===== src/hdl/kftt_pkg.sv =====
// Package for the key frequency top-three table.
// Holds the command opcodes and the control/status bundles shared by
// the controller and the datapath. No dependencies.
package kftt_pkg;

  localparam int DEF_ENTRIES    = 64;
  localparam int DEF_KEY_BITS   = 32;
  localparam int DEF_COUNT_BITS = 32;
  localparam int OPCODE_BITS    = 3;

  typedef enum logic [OPCODE_BITS-1:0] {
    OP_INSERT = 3'd0,
    OP_HIT    = 3'd1,
    OP_QUERY  = 3'd2,
    OP_TOP1   = 3'd3,
    OP_TOP3   = 3'd4
  } opcode_e_t;

  typedef struct packed {
    logic start;
    logic scan_rd;
    logic update;
    logic emit;
  } kftt_cmd_t;

  typedef struct packed {
    logic issue_done;
    logic pipe_busy;
    logic out_free;
    logic last_slot;
  } kftt_status_t;

endpackage


===== src/hdl/kftt_ctrl.sv =====
// Controller for the key frequency top-three table.
// Sequences accept, table scan, table update and result emission.
// Depends on kftt_pkg.
module kftt_ctrl (
  input  logic                  clk,
  input  logic                  rst,
  input  logic                  s_tvalid,
  output logic                  s_tready,
  output kftt_pkg::kftt_cmd_t    cmd,
  input  kftt_pkg::kftt_status_t status
);
  import kftt_pkg::*;

  typedef enum logic [3:0] {
    ST_IDLE   = 4'b0001,
    ST_SCAN   = 4'b0010,
    ST_UPDATE = 4'b0100,
    ST_EMIT   = 4'b1000
  } state_t;

  state_t state;
  state_t state_next;

  always_ff @(posedge clk) begin
    if (rst) begin
      state <= ST_IDLE;
    end else begin
      state <= state_next;
    end
  end

  always_comb begin
    state_next  = state;
    s_tready    = 1'b0;
    cmd         = '0;
    case (state)
      ST_IDLE: begin
        s_tready = 1'b1;
        if (s_tvalid) begin
          cmd.start  = 1'b1;
          state_next = ST_SCAN;
        end
      end
      ST_SCAN: begin
        cmd.scan_rd = !status.issue_done;
        if (status.issue_done && !status.pipe_busy) begin
          state_next = ST_UPDATE;
        end
      end
      ST_UPDATE: begin
        cmd.update = 1'b1;
        state_next = ST_EMIT;
      end
      ST_EMIT: begin
        cmd.emit = status.out_free;
        if (status.out_free && status.last_slot) begin
          state_next = ST_IDLE;
        end
      end
      default: begin
        state_next = ST_IDLE;
      end
    endcase
  end

endmodule


===== config.mk =====
export PLATFORM = sky130hd
export DESIGN_NAME = kftt_ctrl
export DESIGN_NICKNAME = d
export VERILOG_FILES = /design/src/hdl/kftt_pkg.sv /design/src/hdl/kftt_ctrl.sv
export SDC_FILE = /design/constraint.sdc
export NUM_CORES = 1
export LEC_CHECK = 0
export BUFFER_PORTS_ARGS = -buffer_cell sky130_fd_sc_hd__buf_2
export CAP_MARGIN = 20
export CELL_PAD_IN_SITES_DETAIL_PLACEMENT = 1
export CELL_PAD_IN_SITES_GLOBAL_PLACEMENT = 1
export CORE_AREA = 2 2 39 41
export CTS_BUF_LIST = sky130_fd_sc_hd__clkbuf_4
export CTS_CLUSTER_DIAMETER = 50
export DETAILED_ROUTE_END_ITERATION = 12
export DIE_AREA = 0 0 41 43
export PLACE_DENSITY_LB_ADDON = 0.1
export SETUP_SLACK_MARGIN = 0.4
export SLEW_MARGIN = 20
export SYNTH_ARGS = -nofsm -noshare
export SYNTH_HDL_FRONTEND = slang
export SYNTH_SLANG_ARGS = --single-unit

===== constraint.sdc =====
create_clock -name clk -period 1.5 [get_ports clk]
set_input_delay 0.075 -clock clk [delete_from_list [all_inputs] [get_ports clk]]
set_output_delay 0.075 -clock clk [all_outputs]
set_load 0.02 [all_outputs]

== After elaboration in Yosys (flattened, before gate mapping) ==
Index checks and enable logic that the tools add are counted.
Word-level totals
  input bits: 7
  register bits: 4
  logic and storage cells: 23
  output and inout bits: 5
Operators by class
  reduce and logical (&&, ||, !) cells: 5
  muxes and demuxes: 10
  equality and inequality tests: 7
Operators with widths (count)
  one-hot mux 4 bit (4 select lines): 1
  2-to-1 mux 4 bit: 3
  2-to-1 mux 1 bit: 6
  inequality test 2 bit, second input constant: 3
  == test 4 x 1 -> 1 bit, second input constant: 1
  == test 4 x 2 -> 1 bit, second input constant: 1
  == test 4 x 3 -> 1 bit, second input constant: 1
  == test 4 bit, second input constant: 1
  AND reduction 3 bit: 1
  logical AND 1 bit: 2
  logical NOT 1 bit: 2

== Longest topological paths before layout ==
Gate-level depths: netlist of the first run.
  depth in word-level cells: 4
  gate-level depth with buffers: 3
  mapped depth without buffers: 3

== Worst setup path before layout of the first run ==
Ideal clock, no wire load.
  kind: flip-flop to flip-flop
  start: reg state[2]
  end: reg state[3]
  data required time: 1.439 ns
  cell stages (with the launch flop): 3
  period minus slack after synthesis: 1.531 ns
  path slack: -0.031 ns
  data arrival time: 1.470 ns
  path buffers: 0
  path through: dfxtp_1 nor4b_1 o21ba_1
Between the ends
  longest elaborated chain between the ends: 3
  elaborated cells between the ends (all ways): 9
RTL lines
  start: declaration: RTL line kftt_ctrl.sv:21  | state_t state;
  start signal: assignment: RTL line kftt_ctrl.sv:28  | state <= state_next;
  == test 4 bit, or another cell as far along: RTL line kftt_ctrl.sv:36  | case (state)
  inequality test 2 bit (no line)
  AND reduction 3 bit (no line)
Several ways; a longest one is shown, not always the timed one.
A chain may end at the register's enable or synchronous reset.

==> flow_metrics.py, run 1 <==
metrics = {
    "synthesis": {
        "ys_ff_latch": 4,
        "yosys.area.top_type_share": 0.3184,
        "synth_top_cells_by_count": "dfxtp_1 (4), inv_1 (2), nor2_1 (2), nor4b_1 (2), o21ai_0 (2)",
        "synth_largest_area_cell": "dfxtp_1",
        "syn_area_per_cell_um2": 9.673,
        "yosys.cell_types.count": 19,
        "synth_async_sr_flop_share": 0,
        "postSynthNetCount": 33,
        "syn-instance-count": 26,
        "yosys_warnings": 0,
        "most_instantiated_flip_flop_cell_in_the_synthesis_netlist": "dfxtp_1",
        "synth-edff-count": 0,
        "synth_area_leaders": "dfxtp_1 (32%), nor4b_4 (9.5%), nor4b_1 (7.0%)",
        "mappedNetlistArea_um2": 251.5,
        "yosysSeqAreaShare": 0.3184,
        "yosys.cell_count.top_type": "dfxtp_1",
    },
    "global_routing": {
        "vias_in_the_first_global_route": 298,
        "gr-usage-all-layers": 0.1062,
        "grt_start_max_net_pins": 7,
        "antenna_found_initial": 0,
        "gr-total-overflow": 0,
        "grt_pass1_wl_mm": 1.221,
    },
    "worst_setup_path": {
        "critical_path.max_fanout": 5,
        "cp_slowest_cell": "dfxtp_4",
        "critPathKind": "flip-flop to output port",
        "cp_top_family": "simple AND/OR/NAND/NOR gates",
        "cp.buffers_inverters": 1,
        "cp_slowest_stage_delay_ns": 0.36,
        "cp.required_ns": 1.42,
        "critPathCaptureType": "output port",
        "critPathLaunchType": "flip-flop",
        "critical_path_at_ns": 1.19,
        "critical_path.cell_chain": "nor4b_4 -> and2_2 -> buf_4",
    },
    "clock_network": {
        "clk_pin_slew_ns": 0.04,
        "tritoncts.num_buffers": 3,
        "clock_sinks": 4,
        "ctsHtreeMaxLevel": 1,
        "clock_tree_from_tritoncts": "done",
        "insertion_delay_of_the_later_clocked_pin_in_the_worst_skew_pair_ns": 0.24,
        "clk_path_buf_depth": 2,
        "clk_root_buffer_cell": "clkbuf_4",
        "cts_hold_buffers": 0,
    },
    "sta": {
        "report.final.slew_viol_count": 0,
        "peak_clock_frequency_supported_by_timing_ghz": 0.7932,
        "finalSetupTns_ns": 0,
        "grt_setup_unrepaired": "yes",
        "worst_slew_pin_slew_ns": 0.2754,
        "report.final.setup_viol": 0,
        "holdWs_ns": 0.08817,
        "report.final.hold_viol_count": 0,
        "finalClockSkew_ns": 0.009051,
        "final.period_utilization": 0.8405,
        "max-slew-margin-rel": 0.8159,
        "final.min_clock_period_ns": 1.261,
    },
    "run_status": {
        "run_status": "finished clean",
    },
    "finish": {
        "largest_register_ffs": 4,
        "antenna-diode-count": 0,
        "largestRegisters": "state: 4 flops",
        "area_growth_syn_to_fin_pct": 89.55,
        "regMostFlops": "state",
        "finalNonFillerCells": 60,
        "design.final.nets": 53,
        "postLayoutCoreUtil": 0.3445,
        "post_route_cells_drive_above_1_share": 0.7273,
    },
    "power_and_ir_drop": {
        "power.ir.vdd_worst_uv": 448.0,
        "power_per_cell_area_mw_per_mm2": 812.6,
        "cellLeakagePower_nw": 0.1996,
        "total_power_uw": 387.4,
    },
    "floorplanning": {
        "chipWidth_um": 41,
        "core.rowCount": 14,
        "die_h_um": 43,
        "dieArea_mm2": 0.001763,
        "core_region_mm2": 0.001384,
        "floorplan.io_pins": 12,
        "initial_core_utilization": 0.1817,
    },
    "routing": {
        "drc": 0,
        "vias": 278,
        "detail_route.vias_per_cell": 4.633,
        "route.antenna.remaining_nets": 0,
        "routed_wl_um": 819,
        "first_iter_violations": 3,
        "dr_pass1_iterations": 2,
        "route.detailed.wl_per_inst_um": 13.65,
    },
    "job": {
        "cap_viol_max_count": 0,
    },
    "place": {
        "detailed_place_hpwl_um": 519.1,
        "gp_routability_congestion": 0.6899,
        "dpl.cell_count": 53,
        "io_buffer_count": 11,
    },
    "worst_hold_path": {
        "min_path_type": "input port to flip-flop",
    },
}
[cells by family (layout without fill, tap and decap cells)]
logic type,Yosys count,count (layout),share of synthesized area
and+or+nand+nor,11,11,0.3383
xor gates and xnor gates,1,1,0.03483
buffers and inverters,2,20,0.02986
AOI/OAI and AO/OA,8,8,0.2786
DFF,4,4,0.3184
[power by group]
part / internal (mW) / leakage, nW / total (mW) / switching [mW]
combinational: 0.0678 / 0.151 / 0.125 / 0.0573
sequential: 0.113 / 0.0348 / 0.127 / 0.0139
clock: 0.0896 / 0.0138 / 0.136 / 0.0460
[area by class of cell]
cell class                      instances  area (um2)
Clock buffer                            3       22.52
Fill cell                             167       907.1
Inverter                                2       7.507
Multi-Input combinational cell         20       221.5
Sequential cell                         4       92.59
Tap cell                               16       20.02
Timing Repair Buffer                   15       112.6
[what timing repair did]
item	CTS	global route
pin swaps	4	3
endpoints found under the setup margin	9	9
gates resized for setup	14	8
setup buffers	2	2
endpoints found under the hold margin	0	0
[placed cells by master (no fill, tap or decap), types with 2 or more instances in the layout]
master,netlist,routed
buf_2,0,6
buf_4,0,5
buf_6,0,4
clkbuf_4,0,3
dfxtp_4,0,3
nor4b_4,1,2
inv_1,2,2
[stage by stage]
step / setup slack (ns) / cell area, um2
finish: 0.2392 / 476.7
global route: 0.1726 / 476.7
CTS: 0.2411 / 416.7
detailed placement: 0.2526 / 339.1
global placement: 0.3068 / 339.1
floorplan: 0.3085 / 264.0
[path summary, 6_finish.rpt]
path,from,to,slack [ns],cells after the start
min,rst,state[2],0.09,2
min reg2reg,state[3],state[0],0.64,3
max reg2reg,state[2],state[1],0.32,5
max,state[0],cmd[0],0.24,3
[routing by layer]
layer,GRT usage,routed length [um],up-vias
met5,0,0,-
met4,0.06000,8,0
met1,0.1246,277,132
li1,-,-,134
met3,0.04712,41,3
met2,0.1531,491,9
(Power assumes the default switching activity.)
==> run 2, diff against run 1 <==
==> constraint.sdc (replaced) <==
create_clock -name clk -period 1.3 [get_ports clk]
set_input_delay 0.065 -clock clk [delete_from_list [all_inputs] [get_ports clk]]
set_output_delay 0.065 -clock clk [all_outputs]
set_load 0.02 [all_outputs]
==> run 2 against run 1 <==
The flow now finishes with violations (setup timing). Sequential power is 14% higher. Count of clock-buffer cells in the layout unchanged. Register-to-register slack got worse by 0.18 ns. Routed wire length decreased by 7.3%. Die area is the same. Global-route usage rose by 0.32 points. Final cell count grew 8.3%.
==> flow_metrics.py, run 2 (same netlist as run 1, synthesis figures left out) <==
metrics = {
    "routing": {
        "route.detailed.wl_per_inst_um": 11.68,
        "detail_route.vias_per_cell": 4.446,
        "route.antenna.remaining_nets": 0,
        "routed_wl_um": 759,
        "dr_pass1_iterations": 2,
        "first_iter_violations": 1,
        "vias": 289,
        "drc": 0,
    },
    "global_routing": {
        "grt_pass1_wl_mm": 1.297,
        "vias_in_the_first_global_route": 322,
        "antenna_found_initial": 0,
        "gr-total-overflow": 0,
        "gr-usage-all-layers": 0.1094,
        "grt_start_max_net_pins": 6,
    },
    "power_and_ir_drop": {
        "cellLeakagePower_nw": 0.2352,
        "netSwitchingPower_uw": 136.1,
        "clkPwrFrac": 0.329,
        "total_power_uw": 464.3,
        "combinationalPowerShare": 0.358,
        "power_per_cell_area_mw_per_mm2": 902.9,
        "p_sw_frac": 0.2932,
        "power.ir.vdd_worst_uv": 311.3,
        "share_seq_of_total_power": 0.313,
        "internal_power_uw": 328.2,
    },
    "job": {
        "cap_viol_max_count": 0,
    },
    "worst_setup_path": {
        "cp.required_ns": 1.24,
        "critPathCaptureType": "output port",
        "critical_path.max_fanout": 5,
        "critPathKind": "flip-flop to output port",
        "critPathLaunchType": "flip-flop",
        "regToRegSetupSlack_ns": 0.14,
        "critical_path_at_ns": 1.25,
    },
    "sta": {
        "report.final.setup_viol": 1,
        "finalClockSkew_ns": 0.001240,
        "report.final.slew_viol_count": 0,
        "peak_clock_frequency_supported_by_timing_ghz": 0.7611,
        "grt_setup_unrepaired": "yes",
        "final.setup.worst_slack_ns": -0.01395,
        "max-slew-margin-rel": 0.8023,
        "worst_slew_pin_slew_ns": 0.2954,
        "report.final.hold_viol_count": 0,
        "final.min_clock_period_ns": 1.314,
        "final.period_utilization": 1.011,
    },
    "clock_network": {
        "tritoncts.num_buffers": 3,
        "clk_pin_slew_ns": 0.04,
        "ctsHtreeMaxLevel": 1,
        "clock_tree_from_tritoncts": "done",
        "cts_hold_buffers": 0,
        "clock_sinks": 4,
        "clk_path_buf_depth": 2,
        "insertion_delay_of_the_later_clocked_pin_in_the_worst_skew_pair_ns": 0.23,
        "clk_root_buffer_cell": "clkbuf_4",
    },
    "finish": {
        "largestRegisters": "state: 4 flops",
        "area_growth_syn_to_fin_pct": 104.5,
        "antenna-diode-count": 0,
        "regMostFlops": "state",
        "largest_register_ffs": 4,
        "layout.cells.most_common_list": "buf_4 (10), buf_2 (7), clkbuf_4 (3), buf_6 (3), dfxtp_4 (3)",
        "post_route_cells_drive_above_1_share": 0.7959,
        "design.final.nets": 58,
        "most_common_library_cell_in_the_layout_ignoring_fill_and_taps": "buf_4",
    },
    "floorplanning": {
        "chipWidth_um": 41,
        "core_region_mm2": 0.001384,
        "dieArea_mm2": 0.001763,
        "die_h_um": 43,
        "initial_core_utilization": 0.1817,
        "floorplan.io_pins": 12,
        "core.rowCount": 14,
    },
    "run_status": {
        "failed_checks": "setup timing",
        "run_status": "finished with violations",
    },
    "place": {
        "io_buffer_count": 11,
        "pre_cts_slack_ns": 0.08682,
        "detailed_place_hpwl_um": 560.4,
        "gp_routability_congestion": 0.6419,
    },
    "worst_hold_path": {
        "min_path_type": "input port to flip-flop",
    },
}
==> run 2: power by group through the flow <==
stage	sequential, mW	clock, mW	combinational [mW]
6_report	0.145	0.153	0.166
5_1_grt	0.147	0.173	0.178
4_1_cts	0.144	0.160	0.157
3_5_place_dp	0.152	0	0.0912
3_3_place_gp	0.151	0	0.0903
2_1_floorplan	0.148	0	0.0605
==> run 2: routing by layer <==
layer,GRT usage,routed length (um),vias to the layer above
met3,0.03141,23,0
met1,0.1029,301,137
met2,0.1938,434,8
met4,0.06000,0,0
met5,0,0,-
li1,-,-,144
==> run 2: per-stage QoR <==
step | cells | TNS [ns] | area, um2 | hold WS, ns | utilization
after detailed placement | 53 | 0 | 359.1 | 0.2779 | 0.2595
final | 65 | -0.01395 | 514.2 | 0.06343 | 0.3716
after global routing | 65 | -0.1897 | 514.2 | 0.06095 | 0.3716
after CTS | 64 | -0.01309 | 493.0 | 0.05824 | 0.3562
after global placement | 53 | 0 | 359.1 | 0.2744 | 0.2595
after floorplan | 26 | 0 | 284.0 | 0.1264 | -
==> run 2: final timing paths <==
check | start | end | cells past startpoint
setup / recovery | state[1] | cmd[3] | 3
hold / removal | rst | state[2] | 2
setup reg to reg | state[1] | state[1] | 4
hold reg to reg | state[0] | state[2] | 3
==> run 2: area by class of cell <==
type | instances | area (um2)
Clock buffer | 3 | 22.52
Fill cell | 169 | 869.6
Inverter | 2 | 7.507
Multi-Input combinational cell | 20 | 227.7
Sequential cell | 4 | 92.59
Tap cell | 16 | 20.02
Timing Repair Buffer | 20 | 143.9
==> run 2: repair_timing <==
item	4_1_cts	5_1_grt
buffers inserted	8	1
endpoints found under the setup margin	9	9
resized for setup	13	4
pin swaps	4	1
hold endpoints to repair	0	0
==> run 2: critical path: stages, from the launching register on <==
cell     delay (ns)
dfxtp_4        0.36
nor4b_4        0.35
and2_4         0.20
buf_6          0.11
==> run 3, diff against run 2 <==
--- a/config.mk
+++ b/config.mk
@@ -20,3 +20,4 @@
 export SYNTH_ARGS = -nofsm -noshare
 export SYNTH_HDL_FRONTEND = slang
 export SYNTH_SLANG_ARGS = --single-unit
+export TNS_END_PERCENT = 30
==> constraint.sdc (replaced) <==
create_clock -name clk -period 1.4 [get_ports clk]
set_input_delay 0.07 -clock clk [delete_from_list [all_inputs] [get_ports clk]]
set_output_delay 0.07 -clock clk [all_outputs]
set_load 0.02 [all_outputs]
==> run 3 against run 2 <==
The flow now finishes without violations. Setup slack improved by 0.12 ns. First-iteration DRC count shrank 100%. Critical path depth unchanged. Sequential share of layout area rose by 4.0 points. Non-clock buffer count down 5. Clock power is 10% lower. Clock skew rose by 0.0017 ns. Total power shrank 19%. Count of clock-buffer cells in the layout unchanged. Highest routed layer unchanged.
==> flow_metrics.py, run 3 (same netlist as run 1, synthesis figures left out) <==
metrics = {
    "power_and_ir_drop": {
        "combinationalPowerShare": 0.269,
        "p_sw_frac": 0.2877,
        "power.ir.vdd_worst_uv": 375.5,
        "share_seq_of_total_power": 0.365,
        "internal_power_uw": 267.4,
        "netSwitchingPower_uw": 108.0,
        "clkPwrFrac": 0.366,
        "power_per_cell_area_mw_per_mm2": 867.2,
        "cellLeakagePower_nw": 0.1958,
    },
    "place": {
        "placed_area_um2": 347.8,
        "detailed_place_hpwl_um": 612.8,
        "gp_routability_congestion": 0.6841,
        "pre_cts_slack_ns": 0.1178,
        "io_buffer_count": 11,
    },
    "finish": {
        "largestRegisters": "state: 4 flops",
        "design.final.nets": 53,
        "fillerInstances": 170,
        "layout.cells.most_common_list": "buf_2 (10), buf_4 (4), dfxtp_4 (4)",
        "area_growth_syn_to_fin_pct": 72.14,
        "regMostFlops": "state",
        "largest_register_ffs": 4,
        "final_design_area_no_fill_um2": 432.9,
        "post_route_cells_drive_above_1_share": 0.6591,
        "antenna-diode-count": 0,
        "most_common_library_cell_in_the_layout_ignoring_fill_and_taps": "buf_2",
    },
    "global_routing": {
        "grt_start_max_net_pins": 7,
        "vias_in_the_first_global_route": 292,
        "antenna_found_initial": 0,
        "gr-total-overflow": 0,
        "grt_pass1_wl_mm": 1.145,
        "gr-usage-all-layers": 0.09910,
    },
    "sta": {
        "finalClockSkew_ns": 0.002976,
        "worst_slew_pin_slew_ns": 0.2675,
        "final.setup.worst_slack_ns": 0.1080,
        "holdWs_ns": 0.05824,
        "finalSetupTns_ns": 0,
        "report.final.hold_viol_count": 0,
        "final.period_utilization": 0.9229,
        "max-slew-margin-rel": 0.8209,
        "report.final.slew_viol_count": 0,
        "final.min_clock_period_ns": 1.292,
        "peak_clock_frequency_supported_by_timing_ghz": 0.7740,
        "report.final.setup_viol": 0,
        "grt_setup_unrepaired": "yes",
    },
    "clock_network": {
        "insertion_delay_of_the_later_clocked_pin_in_the_worst_skew_pair_ns": 0.23,
        "clock_tree_from_tritoncts": "done",
        "clk_root_buffer_cell": "clkbuf_4",
        "clk_path_buf_depth": 2,
        "tritoncts.num_buffers": 3,
        "clk_pin_slew_ns": 0.04,
        "clock_sinks": 4,
        "ctsHtreeMaxLevel": 1,
    },
    "worst_setup_path": {
        "critical_path_at_ns": 1.22,
        "critPathCaptureType": "output port",
        "cp_slowest_cell": "dfxtp_4",
        "critPathLaunchType": "flip-flop",
        "critical_path.max_fanout": 5,
        "critical_path.cell_chain": "nor4b_4 -> and2_4 -> buf_6",
        "cp_slowest_stage_delay_ns": 0.35,
        "cp.required_ns": 1.33,
        "critPathKind": "flip-flop to output port",
    },
    "floorplanning": {
        "chipWidth_um": 41,
        "core.rowCount": 14,
        "floorplan.io_pins": 12,
        "dieArea_mm2": 0.001763,
        "core_region_mm2": 0.001384,
        "initial_core_utilization": 0.1817,
        "die_h_um": 43,
    },
    "job": {
        "cap_viol_max_count": 0,
    },
    "worst_hold_path": {
        "min_path_type": "input port to flip-flop",
    },
    "routing": {
        "vias": 274,
        "route.antenna.remaining_nets": 0,
        "route.detailed.wl_per_inst_um": 12.70,
        "dr_pass1_iterations": 1,
        "first_iter_violations": 0,
        "drc": 0,
        "routed_wl_um": 762,
        "detail_route.vias_per_cell": 4.567,
    },
    "run_status": {
        "run_status": "finished clean",
    },
}
[run 3: changes by cell type in the layout (fill, tap and decap cells not counted), sizes merged]
cell,previous run,this run
buf,20,15
[run 3: critical path, delay by kind of cell (launching register included)]
family        cells  cell delay, ns
buf+inv           1            0.11
simple gates      2            0.53
flops             1            0.35
[run 3: through the flow]
stage | cells | utilization | power (mW)
global placement | 53 | 0.2514 | 0.2216
detailed placement | 53 | 0.2514 | 0.2245
finish | 60 | 0.3128 | 0.3754
floorplan | 26 | - | 0.1919
CTS | 58 | 0.2902 | 0.3870
global route | 60 | 0.3128 | 0.4036
[run 3: worst paths after layout]
kind                            startpoint  endpoint  slack, ns  cells past startpoint
worst max-delay path              state[3]    cmd[3]       0.11                      3
worst min-delay path                   rst  state[2]       0.06                      2
worst max register to register    state[3]  state[1]       0.23                      4
worst min register to register    state[3]  state[2]       0.62                      3
[run 3: power by group through the flow]
stage / Combinational, mW / Sequential (mW) / Clock (mW)
final: 0.101 / 0.137 / 0.137
after global routing: 0.109 / 0.138 / 0.156
after CTS: 0.103 / 0.138 / 0.146
after detailed placement: 0.0847 / 0.140 / 0
after global placement: 0.0825 / 0.139 / 0
after floorplan: 0.0557 / 0.136 / 0
[run 3: timing repair]
action	4_1_cts	5_1_grt
pin swaps	2	2
gates resized for setup	5	4
hold buffers	0	0
setup endpoints to repair	9	9
setup buffers	2	2
[run 3: layer usage]
layer  wire length (um)  GRT usage
met1                316     0.1019
met2                391     0.1594
met3                 54    0.03665
met4                  0    0.06000
met5                  0          0
[run 3: cell type report]
type,instances,area (um2),share of cell area
Clock buffer,3,22.52,0.05202
Inverter,2,7.507,0.01734
Multi-Input combinational cell,20,196.4,0.4538
Sequential cell,4,95.09,0.2197
Tap cell,16,20.02,0.04624
Timing Repair Buffer,15,91.34,0.2110
